===== src/rtl/core/spq_pkg.sv =====
`timescale 1ns / 1ps
// Shared types and constants for the sorted insert priority queue.
// No dependencies; used by spq_cell and sorted_insert_priority_queue_unit.
package spq_pkg;

    localparam int DEPTH  = 16;
    localparam int CNT_W  = $clog2(DEPTH + 1);
    localparam int CODE_W = 16;
    localparam int PRIO_W = 8;
    localparam int FILL_W = 7;

    typedef enum logic [1:0] {
        OP_INSERT = 2'd0,
        OP_POP    = 2'd1,
        OP_DUMP   = 2'd2,
        OP_NONE   = 2'd3
    } spq_op_t;

    typedef enum logic [1:0] {
        ST_INSERTED = 2'd0,
        ST_DROPPED  = 2'd1,
        ST_EMPTY    = 2'd2,
        ST_GIVEN    = 2'd3
    } spq_status_t;

    typedef enum logic [1:0] {
        CMD_HOLD   = 2'd0,
        CMD_INSERT = 2'd1,
        CMD_POP    = 2'd2,
        CMD_ROTATE = 2'd3
    } spq_cmd_t;

    typedef struct packed {
        logic              vld;
        logic [CODE_W-1:0] code;
        logic [PRIO_W-1:0] prio;
    } spq_entry_t;

endpackage


===== src/rtl/core/spq_cell.sv =====
`timescale 1ns / 1ps
// One slot of the sorted chain: holds an entry, shifts toward either neighbor.
// Depends on spq_pkg.
module spq_cell (
    input  logic                clk,
    input  logic                rst_n,
    input  spq_pkg::spq_cmd_t   cmd,
    input  spq_pkg::spq_entry_t new_entry,
    input  spq_pkg::spq_entry_t front_entry,
    input  spq_pkg::spq_entry_t left_entry,
    input  logic                left_gt,
    input  spq_pkg::spq_entry_t right_entry,
    output spq_pkg::spq_entry_t entry,
    output logic                gt
);

    spq_pkg::spq_entry_t entry_reg;
    spq_pkg::spq_entry_t entry_next;

    // entry sorts strictly after the new one
    assign gt    = entry_reg.vld && (entry_reg.prio > new_entry.prio);
    assign entry = entry_reg;

    always_comb
    begin
        entry_next = entry_reg;
        unique case (cmd)
            spq_pkg::CMD_HOLD:
            begin
                entry_next = entry_reg;
            end
            spq_pkg::CMD_INSERT:
            begin
                if (left_gt)
                begin
                    entry_next = left_entry;
                end
                else if (gt || (!entry_reg.vld && left_entry.vld))
                begin
                    entry_next     = new_entry;
                    entry_next.vld = 1'b1;
                end
            end
            spq_pkg::CMD_POP:
            begin
                entry_next = right_entry;
            end
            spq_pkg::CMD_ROTATE:
            begin
                if (right_entry.vld)
                begin
                    entry_next = right_entry;
                end
                else if (entry_reg.vld)
                begin
                    entry_next = front_entry;
                end
            end
            default:
            begin
                entry_next = entry_reg;
            end
        endcase
    end

    always_ff @(posedge clk or negedge rst_n)
    begin
        if (!rst_n)
        begin
            entry_reg <= '0;
        end
        else
        begin
            entry_reg <= entry_next;
        end
    end

endmodule


===== src/rtl/core/sorted_insert_priority_queue_unit.sv =====
`timescale 1ns / 1ps
// Sorted insert priority queue: top level with control and output register.
// Depends on spq_pkg and spq_cell.
//
// Bounded queue of (code, priority) entries kept in ascending priority, with
// equal priorities in arrival order, held in a chain of cells that all compare
// against the new entry at once. Insert and pop each give one result and an
// unused operation gives none; a dump emits every stored entry in turn (one
// empty result when empty), with the input stalled meanwhile, since the chain
// rotates by one cell per emitted entry and ends back in order.
// A result sits in an output register; the input stalls while it waits and the
// next transfer is accepted in the cycle it leaves. Every result carries the
// fill level after the operation.
module sorted_insert_priority_queue_unit (
    input  logic                         clk,
    input  logic                         rst_n,
    input  logic                         in_valid,
    output logic                         in_stall,
    input  logic [1:0]                   operation,
    input  logic [spq_pkg::CODE_W-1:0]   code,
    input  logic [spq_pkg::PRIO_W-1:0]   priority_req,
    output logic                         out_valid,
    input  logic                         out_stall,
    output logic [1:0]                   status,
    output logic [spq_pkg::CODE_W-1:0]   out_code,
    output logic [spq_pkg::PRIO_W-1:0]   out_priority,
    output logic                         last,
    output logic [spq_pkg::FILL_W-1:0]   fill
);

    typedef enum logic [1:0] {
        S_IDLE = 2'b01,
        S_DUMP = 2'b10
    } state_t;

    state_t state_reg;
    state_t state_next;

    logic [spq_pkg::CNT_W-1:0] count_reg;
    logic [spq_pkg::CNT_W-1:0] count_next;
    logic [spq_pkg::CNT_W-1:0] remain_reg;
    logic [spq_pkg::CNT_W-1:0] remain_next;

    logic                        out_valid_reg;
    logic                        out_valid_next;
    spq_pkg::spq_status_t        status_reg;
    spq_pkg::spq_status_t        status_next;
    logic [spq_pkg::CODE_W-1:0]  code_reg;
    logic [spq_pkg::CODE_W-1:0]  code_next;
    logic [spq_pkg::PRIO_W-1:0]  prio_reg;
    logic [spq_pkg::PRIO_W-1:0]  prio_next;
    logic                        last_reg;
    logic                        last_next;
    logic [spq_pkg::CNT_W-1:0]   fill_reg;
    logic [spq_pkg::CNT_W-1:0]   fill_next;

    spq_pkg::spq_cmd_t   cmd;
    spq_pkg::spq_entry_t new_entry;
    spq_pkg::spq_entry_t cell_q [spq_pkg::DEPTH];
    logic                cell_gt [spq_pkg::DEPTH];

    logic            slot_free;
    logic            take;
    logic            full;
    logic            empty;
    logic            out_load;
    spq_pkg::spq_op_t op;

    assign op        = spq_pkg::spq_op_t'(operation);
    assign slot_free = !out_valid_reg || !out_stall;
    assign in_stall  = (state_reg != S_IDLE) || !slot_free;
    assign take      = in_valid && !in_stall;
    assign full      = cell_q[spq_pkg::DEPTH-1].vld;
    assign empty     = !cell_q[0].vld;

    assign new_entry.vld  = 1'b1;
    assign new_entry.code = code;
    assign new_entry.prio = priority_req;

    always_comb
    begin
        state_next  = state_reg;
        count_next  = count_reg;
        remain_next = remain_reg;
        cmd         = spq_pkg::CMD_HOLD;
        out_load    = 1'b0;
        status_next = spq_pkg::ST_INSERTED;
        code_next   = '0;
        prio_next   = '0;
        last_next   = 1'b1;
        fill_next   = count_reg;
        unique case (state_reg)
            S_IDLE:
            begin
                if (take)
                begin
                    unique case (op)
                        spq_pkg::OP_INSERT:
                        begin
                            out_load = 1'b1;
                            if (full)
                            begin
                                status_next = spq_pkg::ST_DROPPED;
                            end
                            else
                            begin
                                cmd         = spq_pkg::CMD_INSERT;
                                count_next  = count_reg + spq_pkg::CNT_W'(1);
                                fill_next   = count_next;
                                status_next = spq_pkg::ST_INSERTED;
                            end
                        end
                        spq_pkg::OP_POP:
                        begin
                            out_load = 1'b1;
                            if (empty)
                            begin
                                status_next = spq_pkg::ST_EMPTY;
                            end
                            else
                            begin
                                cmd         = spq_pkg::CMD_POP;
                                count_next  = count_reg - spq_pkg::CNT_W'(1);
                                fill_next   = count_next;
                                status_next = spq_pkg::ST_GIVEN;
                                code_next   = cell_q[0].code;
                                prio_next   = cell_q[0].prio;
                            end
                        end
                        spq_pkg::OP_DUMP:
                        begin
                            if (empty)
                            begin
                                out_load    = 1'b1;
                                status_next = spq_pkg::ST_EMPTY;
                            end
                            else
                            begin
                                remain_next = count_reg;
                                state_next  = S_DUMP;
                            end
                        end
                        spq_pkg::OP_NONE:
                        begin
                            out_load = 1'b0;
                        end
                        default:
                        begin
                            out_load = 1'b0;
                        end
                    endcase
                end
            end
            S_DUMP:
            begin
                if (slot_free)
                begin
                    cmd         = spq_pkg::CMD_ROTATE;
                    out_load    = 1'b1;
                    status_next = spq_pkg::ST_GIVEN;
                    code_next   = cell_q[0].code;
                    prio_next   = cell_q[0].prio;
                    last_next   = (remain_reg == spq_pkg::CNT_W'(1));
                    remain_next = remain_reg - spq_pkg::CNT_W'(1);
                    if (last_next)
                    begin
                        state_next = S_IDLE;
                    end
                end
            end
            default:
            begin
                state_next = S_IDLE;
            end
        endcase
    end

    always_comb
    begin
        if (out_load)
        begin
            out_valid_next = 1'b1;
        end
        else if (!out_stall)
        begin
            out_valid_next = 1'b0;
        end
        else
        begin
            out_valid_next = out_valid_reg;
        end
    end

    genvar gi;
    generate
        for (gi = 0; gi < spq_pkg::DEPTH; gi++)
        begin : g_cell
            spq_pkg::spq_entry_t left_entry;
            spq_pkg::spq_entry_t right_entry;
            logic                left_gt;

            if (gi == 0)
            begin : g_head
                // head sees an always-present, never-greater left neighbor
                assign left_entry.vld  = 1'b1;
                assign left_entry.code = '0;
                assign left_entry.prio = '0;
                assign left_gt         = 1'b0;
            end
            else
            begin : g_body
                assign left_entry = cell_q[gi-1];
                assign left_gt    = cell_gt[gi-1];
            end

            if (gi == spq_pkg::DEPTH - 1)
            begin : g_tail
                assign right_entry.vld  = 1'b0;
                assign right_entry.code = '0;
                assign right_entry.prio = '0;
            end
            else
            begin : g_mid
                assign right_entry = cell_q[gi+1];
            end

            spq_cell u_cell (
                .clk         (clk),
                .rst_n       (rst_n),
                .cmd         (cmd),
                .new_entry   (new_entry),
                .front_entry (cell_q[0]),
                .left_entry  (left_entry),
                .left_gt     (left_gt),
                .right_entry (right_entry),
                .entry       (cell_q[gi]),
                .gt          (cell_gt[gi])
            );
        end
    endgenerate

    always_ff @(posedge clk or negedge rst_n)
    begin
        if (!rst_n)
        begin
            state_reg     <= S_IDLE;
            count_reg     <= '0;
            remain_reg    <= '0;
            out_valid_reg <= 1'b0;
        end
        else
        begin
            state_reg     <= state_next;
            count_reg     <= count_next;
            remain_reg    <= remain_next;
            out_valid_reg <= out_valid_next;
        end
    end

    always_ff @(posedge clk)
    begin
        if (out_load)
        begin
            status_reg <= status_next;
            code_reg   <= code_next;
            prio_reg   <= prio_next;
            last_reg   <= last_next;
            fill_reg   <= fill_next;
        end
    end

    assign out_valid    = out_valid_reg;
    assign status       = status_reg;
    assign out_code     = code_reg;
    assign out_priority = prio_reg;
    assign last         = last_reg;
    assign fill         = spq_pkg::FILL_W'(fill_reg);

endmodule

===== config.mk =====
export PLATFORM = sky130hd
export DESIGN_NAME = sorted_insert_priority_queue_unit
export DESIGN_NICKNAME = d
export VERILOG_FILES = /design/src/rtl/core/spq_pkg.sv /design/src/rtl/core/spq_cell.sv /design/src/rtl/core/sorted_insert_priority_queue_unit.sv
export SDC_FILE = /design/constraint.sdc
export NUM_CORES = 2
export LEC_CHECK = 0
export BUFFER_PORTS_ARGS = -buffer_cell sky130_fd_sc_hd__buf_2
export CAP_MARGIN = 20
export CORE_ASPECT_RATIO = 0.75
export CORE_UTILIZATION = 35
export CTS_BUF_LIST = sky130_fd_sc_hd__clkbuf_4 sky130_fd_sc_hd__clkbuf_8
export CTS_CLUSTER_DIAMETER = 60
export DETAILED_ROUTE_END_ITERATION = 12
export PLACE_DENSITY_LB_ADDON = 0.3
export SYNTH_ARGS = -nofsm -noshare
export SYNTH_HDL_FRONTEND = slang
export SYNTH_SLANG_ARGS = --single-unit

===== constraint.sdc =====
create_clock -name clk -period 7.95 [get_ports clk]
set_input_delay 0.795 -clock clk [delete_from_list [all_inputs] [get_ports clk]]
set_output_delay 0.795 -clock clk [all_outputs]
set_load 0.02 [all_outputs]

# [After elaboration in Yosys (flattened, before gate mapping)]
# Index checks and enable logic that the tools add are counted.
[totals] regBits=445 inputBits=30 out_inout_bits=36 wordCells=355
[op_classes] add_sub_neg=3 n_lt_le_gt_ge=16 eq_ne=48 muxes=122 bitwise_logic=1 n_reduce_logical=108
[ops] cell="2-to-1 mux 25 bit" count=61
[ops] cell="one-hot mux 25 bit (3 select lines)" count=16
[ops] cell="> comparator 8 bit" count=16
[ops] cell="inequality test 3 x 1 -> 1 bit (second input constant)" count=29
[ops] cell="2-to-1 mux 16 bit" count=4
[ops] cell="AND reduction 3 bit" count=16
[ops] cell="2-to-1 mux 5 bit" count=8
[ops] cell="logical AND 1 bit" count=32
[ops] cell="2-to-1 mux 8 bit" count=4
[ops] cell="one-hot mux 16 bit (2 select lines)" count=1
[ops] cell="AND reduction 2 bit" count=16
[ops] cell="logical NOT 1 bit" count=20
[ops] cell="2-to-1 mux 2 bit" count=10
[ops] cell="one-hot mux 5 bit (2 select lines)" count=2
[ops] cell="logical OR 1 bit" count=18
[ops] cell="one-hot mux 2 bit (2 select lines)" count=4
[ops] cell="one-hot mux 8 bit (2 select lines)" count=1
[ops] cell="inequality test 2 x 1 -> 1 bit (second input constant)" count=7
[ops] cell="equality test 2 bit (second input constant)" count=5
[ops] cell="AND reduction 5 bit" count=2
[ops] cell="subtractor 5 x 1 -> 5 bit (second input constant)" count=2
[ops] cell="2-to-1 mux 1 bit" count=8
[ops] cell="equality test 2 x 1 -> 1 bit (second input constant)" count=3
[ops] cell="inequality test 2 bit (second input constant)" count=3
[ops] cell="other kinds (9)" count=10

# [Longest topological paths before layout]
[logic_depth] word_depth=11 depth_mapped=13 depth_no_buf=9

# [Hierarchy]
# A second synthesis with hierarchy kept.
[unflattened] hier_cells=3592 hier_area_um2=35586.6
[modules_own_cells] mod="spq_cell" n_inst=16 cells_each=214 area_per_inst_um2=2093.3 seq_area_each_um2=625.6
[modules_own_cells] mod="sorted_insert_priority_queue_unit" n_inst=1 cells_each=168 area_per_inst_um2=2094.5 seq_area_each_um2=1287.5

# [Worst setup path before layout]
# OpenSTA, ideal clock, no wires.
[synth_path] kind="reg-to-reg" from="register state_reg[0]" to="register status_reg[1] (netlist: status[1]) (data pin)" setup_ps=142 arrival_time_ps=3893 t_required_ps=7808 slack_ps=3915 path_stages_with_launch=8 n_path_buf=2 synth_period_minus_slack_ps=4035 path_cell_list="dfstp_2 > inv_1 > ha_1 > clkbuf_1 > clkbuf_1 > a31oi_1 > nor3_1 > o31a_1"
[synth_between] elab_chain_len=6 word_cells_on_any_way=8 cone_classes="3 x eq/ne; 2 x mux; 3 x reduce/logical"
[synth_rtl] element="start, declared" line_no="sorted_insert_priority_queue_unit.sv:36" text="state_t state_reg;"
[synth_rtl] element="start signal, assigned" line_no="sorted_insert_priority_queue_unit.sv:253" text="state_reg <= state_next;"
[synth_rtl] element="inequality test 2 x 1 -> 1 bit" line_no="sorted_insert_priority_queue_unit.sv:71" text="assign in_stall = (state_reg != S_IDLE) || !slot_free;"
[synth_rtl] element="logical OR 1 bit" line_no="sorted_insert_priority_queue_unit.sv:71"
[synth_rtl] element="logical NOT 1 bit" line_no="sorted_insert_priority_queue_unit.sv:72" text="assign take = in_valid && !in_stall;"
[synth_rtl] element="logical AND 1 bit" line_no="sorted_insert_priority_queue_unit.sv:72"
[synth_rtl] element="2-to-1 mux 2 bit" line_no="sorted_insert_priority_queue_unit.sv:95" text="if (take)"
[synth_rtl] element="one-hot mux 2 bit (2 select lines) (*)" line_no="sorted_insert_priority_queue_unit.sv:92" text="unique case (state_reg)"
[synth_rtl] element="via status_next[1]" line_no="sorted_insert_priority_queue_unit.sv:47" text="spq_pkg::spq_status_t status_next;"
[synth_rtl] element="end signal, assigned" line_no="sorted_insert_priority_queue_unit.sv:264" text="status_reg <= status_next;"
[synth_rtl] element="end, declared" line_no="sorted_insert_priority_queue_unit.sv:46" text="spq_pkg::spq_status_t status_reg;"
# Mark *: on every way through the listed nets, which the timed path passes. The rest lies on a longest branch.
# A chain may end at the register's enable or synchronous reset.

# [Final worst setup path]
[layout_path] from="register state_reg[0]" to="register g_cell[6].u_cell.entry_reg (netlist bit g_cell[6].u_cell.entry[11])"
[layout_between] elab_chain_len=9 word_cells_on_any_way=17 cone_classes="8 x eq/ne; 3 x mux; 1 x bitwise; 5 x reduce/logical"
[layout_rtl] element="inequality test 2 x 1 -> 1 bit" line_no="sorted_insert_priority_queue_unit.sv:71"
[layout_rtl] element="logical OR 1 bit" line_no="sorted_insert_priority_queue_unit.sv:71"
[layout_rtl] element="logical NOT 1 bit" line_no="sorted_insert_priority_queue_unit.sv:72"
[layout_rtl] element="logical AND 1 bit" line_no="sorted_insert_priority_queue_unit.sv:72"
[layout_rtl] element="2-to-1 mux 2 bit" line_no="sorted_insert_priority_queue_unit.sv:95"
[layout_rtl] element="one-hot mux 2 bit (2 select lines) (*)" line_no="sorted_insert_priority_queue_unit.sv:92"
[layout_rtl] element="equality test 2 bit (tied with other cells)" line_no="spq_cell.sv:27" text="unique case (cmd)"
[layout_rtl] element="inequality test 3 x 1 -> 1 bit (no line) / inverter 1 bit (equally long branches)"
[layout_rtl] element="AND reduction 3 bit (no line)"
[layout_rtl] element="end signal, assigned" line_no="spq_cell.sv:74" text="entry_reg <= entry_next;"
[layout_rtl] element="end, declared" line_no="spq_cell.sv:17" text="spq_pkg::spq_entry_t entry_reg;"
# Every way passes the cells marked *; elsewhere a longest branch is shown, timed or not.

==> impl_metrics.env <==
export IMPL_hold_violations=0
export IMPL_min_period_ns=4.168
export IMPL_grt_use_met2_pct=38.96
export IMPL_fmax_mhz=239.9
export IMPL_yosysWarningCount=0
export IMPL_fp_dieH_um=250.3
export IMPL_slew_headroom_pct=18.13
export IMPL_async_reset_ff_share_pct=92.81
export IMPL_ctsResizeCount=0
export IMPL_period_share_pct=52.43
export IMPL_worstSetupPathType="reg -> reg"
export IMPL_wl_per_cell_um=31.04
export IMPL_gp_congestion=0.9940
export IMPL_dr_total_vias=28060
export IMPL_pre_cts_ws_ns=3.330
export IMPL_rsz0062_at_grt="false"
export IMPL_drive_gt1_share_pct=16.74
export IMPL_coreArea_mm2=0.08085
export IMPL_cp_max_fo=51
export IMPL_cts_root_buf="clkbuf_8"
export IMPL_power_density_mw_per_mm2=457.4
export IMPL_setup_ws_ns=3.782
export IMPL_cts_htree_levels=3
export IMPL_p_leak_uw=0.01296
export IMPL_status="complete, no violations"
export IMPL_nNetsFinal=3138
export IMPL_path_clk_slew_ns=0.07
export IMPL_drt_total_wl_mm=127.5
export IMPL_clock_path_buffers=3
export IMPL_cts_buffers=81
export IMPL_seq_area_frac_synth_pct=39.28
export IMPL_cp_end_kind="flop"
export IMPL_seq_area_mm2=0.01130
export IMPL_grt_use_met1_pct=42.80
export IMPL_vdd_drop_max_mv=0.2257
export IMPL_viasPerCell=6.830
export IMPL_setup_violations=0
export IMPL_antenna_found_initial=8
export IMPL_syn_inst=3088
export IMPL_grt_max_degree=148
export IMPL_worstMarginPinSlew_ns=1.228
export IMPL_grtUsageMet3_pct=12.19
export IMPL_syn_to_final_growth_pct=10.68
export IMPL_die_area_mm2=0.08333
export IMPL_fp_row_count=90
export IMPL_netlist_top_cells_area="dfrtp_1 (36%), a221oi_1 (7.9%), ha_1 (5.5%)"
export IMPL_die_width_um=333
export IMPL_tritoncts="yes"
export IMPL_first_global_vias=25800
export IMPL_grt_usage_pct=29.83
export IMPL_required_ns=8.60
export IMPL_synth_edf_count=32
export IMPL_ys_ff_latch=445
export IMPL_dp_hpwl_mm=77.05
export IMPL_avgSynthCellArea_um2=9.313
export IMPL_first_iter_violations=4578
export IMPL_final_setup_skew_ns=0.04842
export IMPL_boundaryPins=66
export IMPL_synth_area_mm2=0.02876
export IMPL_grt_overflow=0
export IMPL_post_cts_setup_buffer_count=0
export IMPL_drc=0
export IMPL_grt_pass1_wl_mm=184.7
export IMPL_setup_tns_ns=0
export IMPL_synth_most_common_cell="dfrtp_1"
export IMPL_initial_core_util_pct=35.57
export IMPL_multi_input_area_mm2=0.01622
export IMPL_synth_cell_types=88
export IMPL_synth_common_cells="dfrtp_1 (412), nor2_1 (288), a221oi_1 (260), nand2_1 (226), clkbuf_1 (214)"
export IMPL_synth_flop_cell="dfrtp_1"
export IMPL_largest_reg_flops=400
export IMPL_hold_class="in -> async"
export IMPL_top_usage_layer="met1"
export IMPL_cts_sinks=445
export IMPL_netlist_area_leader_share_pct=35.85
export IMPL_port_buffer_count=63
export IMPL_synth_top_area_cell="dfrtp_1"
export IMPL_clkLatencyLatePin_ns=0.75
export IMPL_cts_hold_buffers=0
export IMPL_slew_violations=0
export IMPL_start_kind="flop"
export IMPL_arrival_ns=4.82
export IMPL_firstDrtPassIters=9
export IMPL_num_fill_cells=8033
export IMPL_postRouteAntennaNets=0
export IMPL_maxCapViolCount=0
## critical path: stages (launching register included)
cell and delay, ns:
dfstp_2 0.53, inv_1 0.05, ha_1 0.47, nor2_4 0.27, o21a_4 0.59, buf_4 0.66, and2_1 0.68, buf_4 0.38
a22o_1 0.18, a221oi_1 0.05, a21oi_1 0.19
## worst paths after layout
check / from / end / slack [ns] / cells past startpoint
worst min register to register: count_reg[4] / count_reg[4] / 0.49 / 1
max in group asynchronous: rst_n / remain_reg[3] / 6.57 / 2
min in group clk: count_reg[4] / count_reg[4] / 0.49 / 1
worst max-delay path: state_reg[0] / g_cell[6].u_cell.entry[11] / 3.78 / 10
worst min-delay path: rst_n / g_cell[6].u_cell.entry[20] / 0.04 / 1
worst max register to register: state_reg[0] / g_cell[6].u_cell.entry[11] / 3.78 / 10
## placed cells by master, fill, tap and decap left out, types with 28 or more instances in the layout
cell type / Yosys / final
a211oi_1: 54 / 54
a21o_1: 49 / 49
a21oi_1: 206 / 206
a221oi_1: 260 / 260
a222oi_1: 41 / 41
a22o_1: 79 / 79
a31oi_1: 74 / 66
and2_1: 30 / 30
buf_2: 87 / 62
buf_4: 16 / 74
clkbuf_8: 0 / 103
dfrtp_1: 412 / 412
edfxtp_1: 32 / 32
ha_1: 126 / 126
inv_1: 40 / 40
mux2_2: 124 / 124
mux2i_1: 36 / 36
nand2_1: 226 / 226
nand3_1: 34 / 34
nor2_1: 288 / 271
nor3_1: 176 / 173
o21ai_0: 80 / 80
o31ai_1: 28 / 28
o41ai_1: 67 / 67
## layer usage
| metal | share of wire, % | vias to the layer above |
|---|---|---|
| li1 | - | 11850 |
| met1 | 42 | 13770 |
| met2 | 39 | 2074 |
| met3 | 15 | 360 |
| met4 | 4.0 | 6 |
| met5 | 0.093 | - |
## layout make-up
cell class,count,share of cell area (%)
antenna,3,0.02358
sequential,445,35.49
clock inverter,22,0.7036
clock buffer,126,4.996
tap,1058,4.159
inverter,40,0.4717
timing repair buffer,145,3.211
multi-input combinational,2269,50.94
## kinds of logic after synthesis
group                    share of synthesized area (%)
other                                          0.01304
buffers and inverters                            5.538
adder cells (fa/ha/maj)                          5.482
flip-flops                                       39.28
multiplexers                                     7.191
AO/OA/AOI/OAI                                    28.71
AND/OR/NAND/NOR                                  13.69
XOR/XNOR                                       0.09138
## stage by stage
stage	instance area, um2	power, uW	hold slack [ns]	util (%)	cells
final	31830	14560	0.04310	39.37	4108
after global routing	31830	15220	0.06218	39.37	4107
after CTS	31820	14230	0.03766	39.36	4105
after detailed placement	30010	11720	0.4880	37.12	3957
after global placement	29970	11610	0.4778	37.06	3954
after floorplan	28760	9020	0.4548	-	3089
## where the power goes
group	switching (uW)	internal, uW
clock network	1130	1380
registers	1570	3390
logic	4510	2570
total	7210	7350
Power figures use the tool's default switching activity.
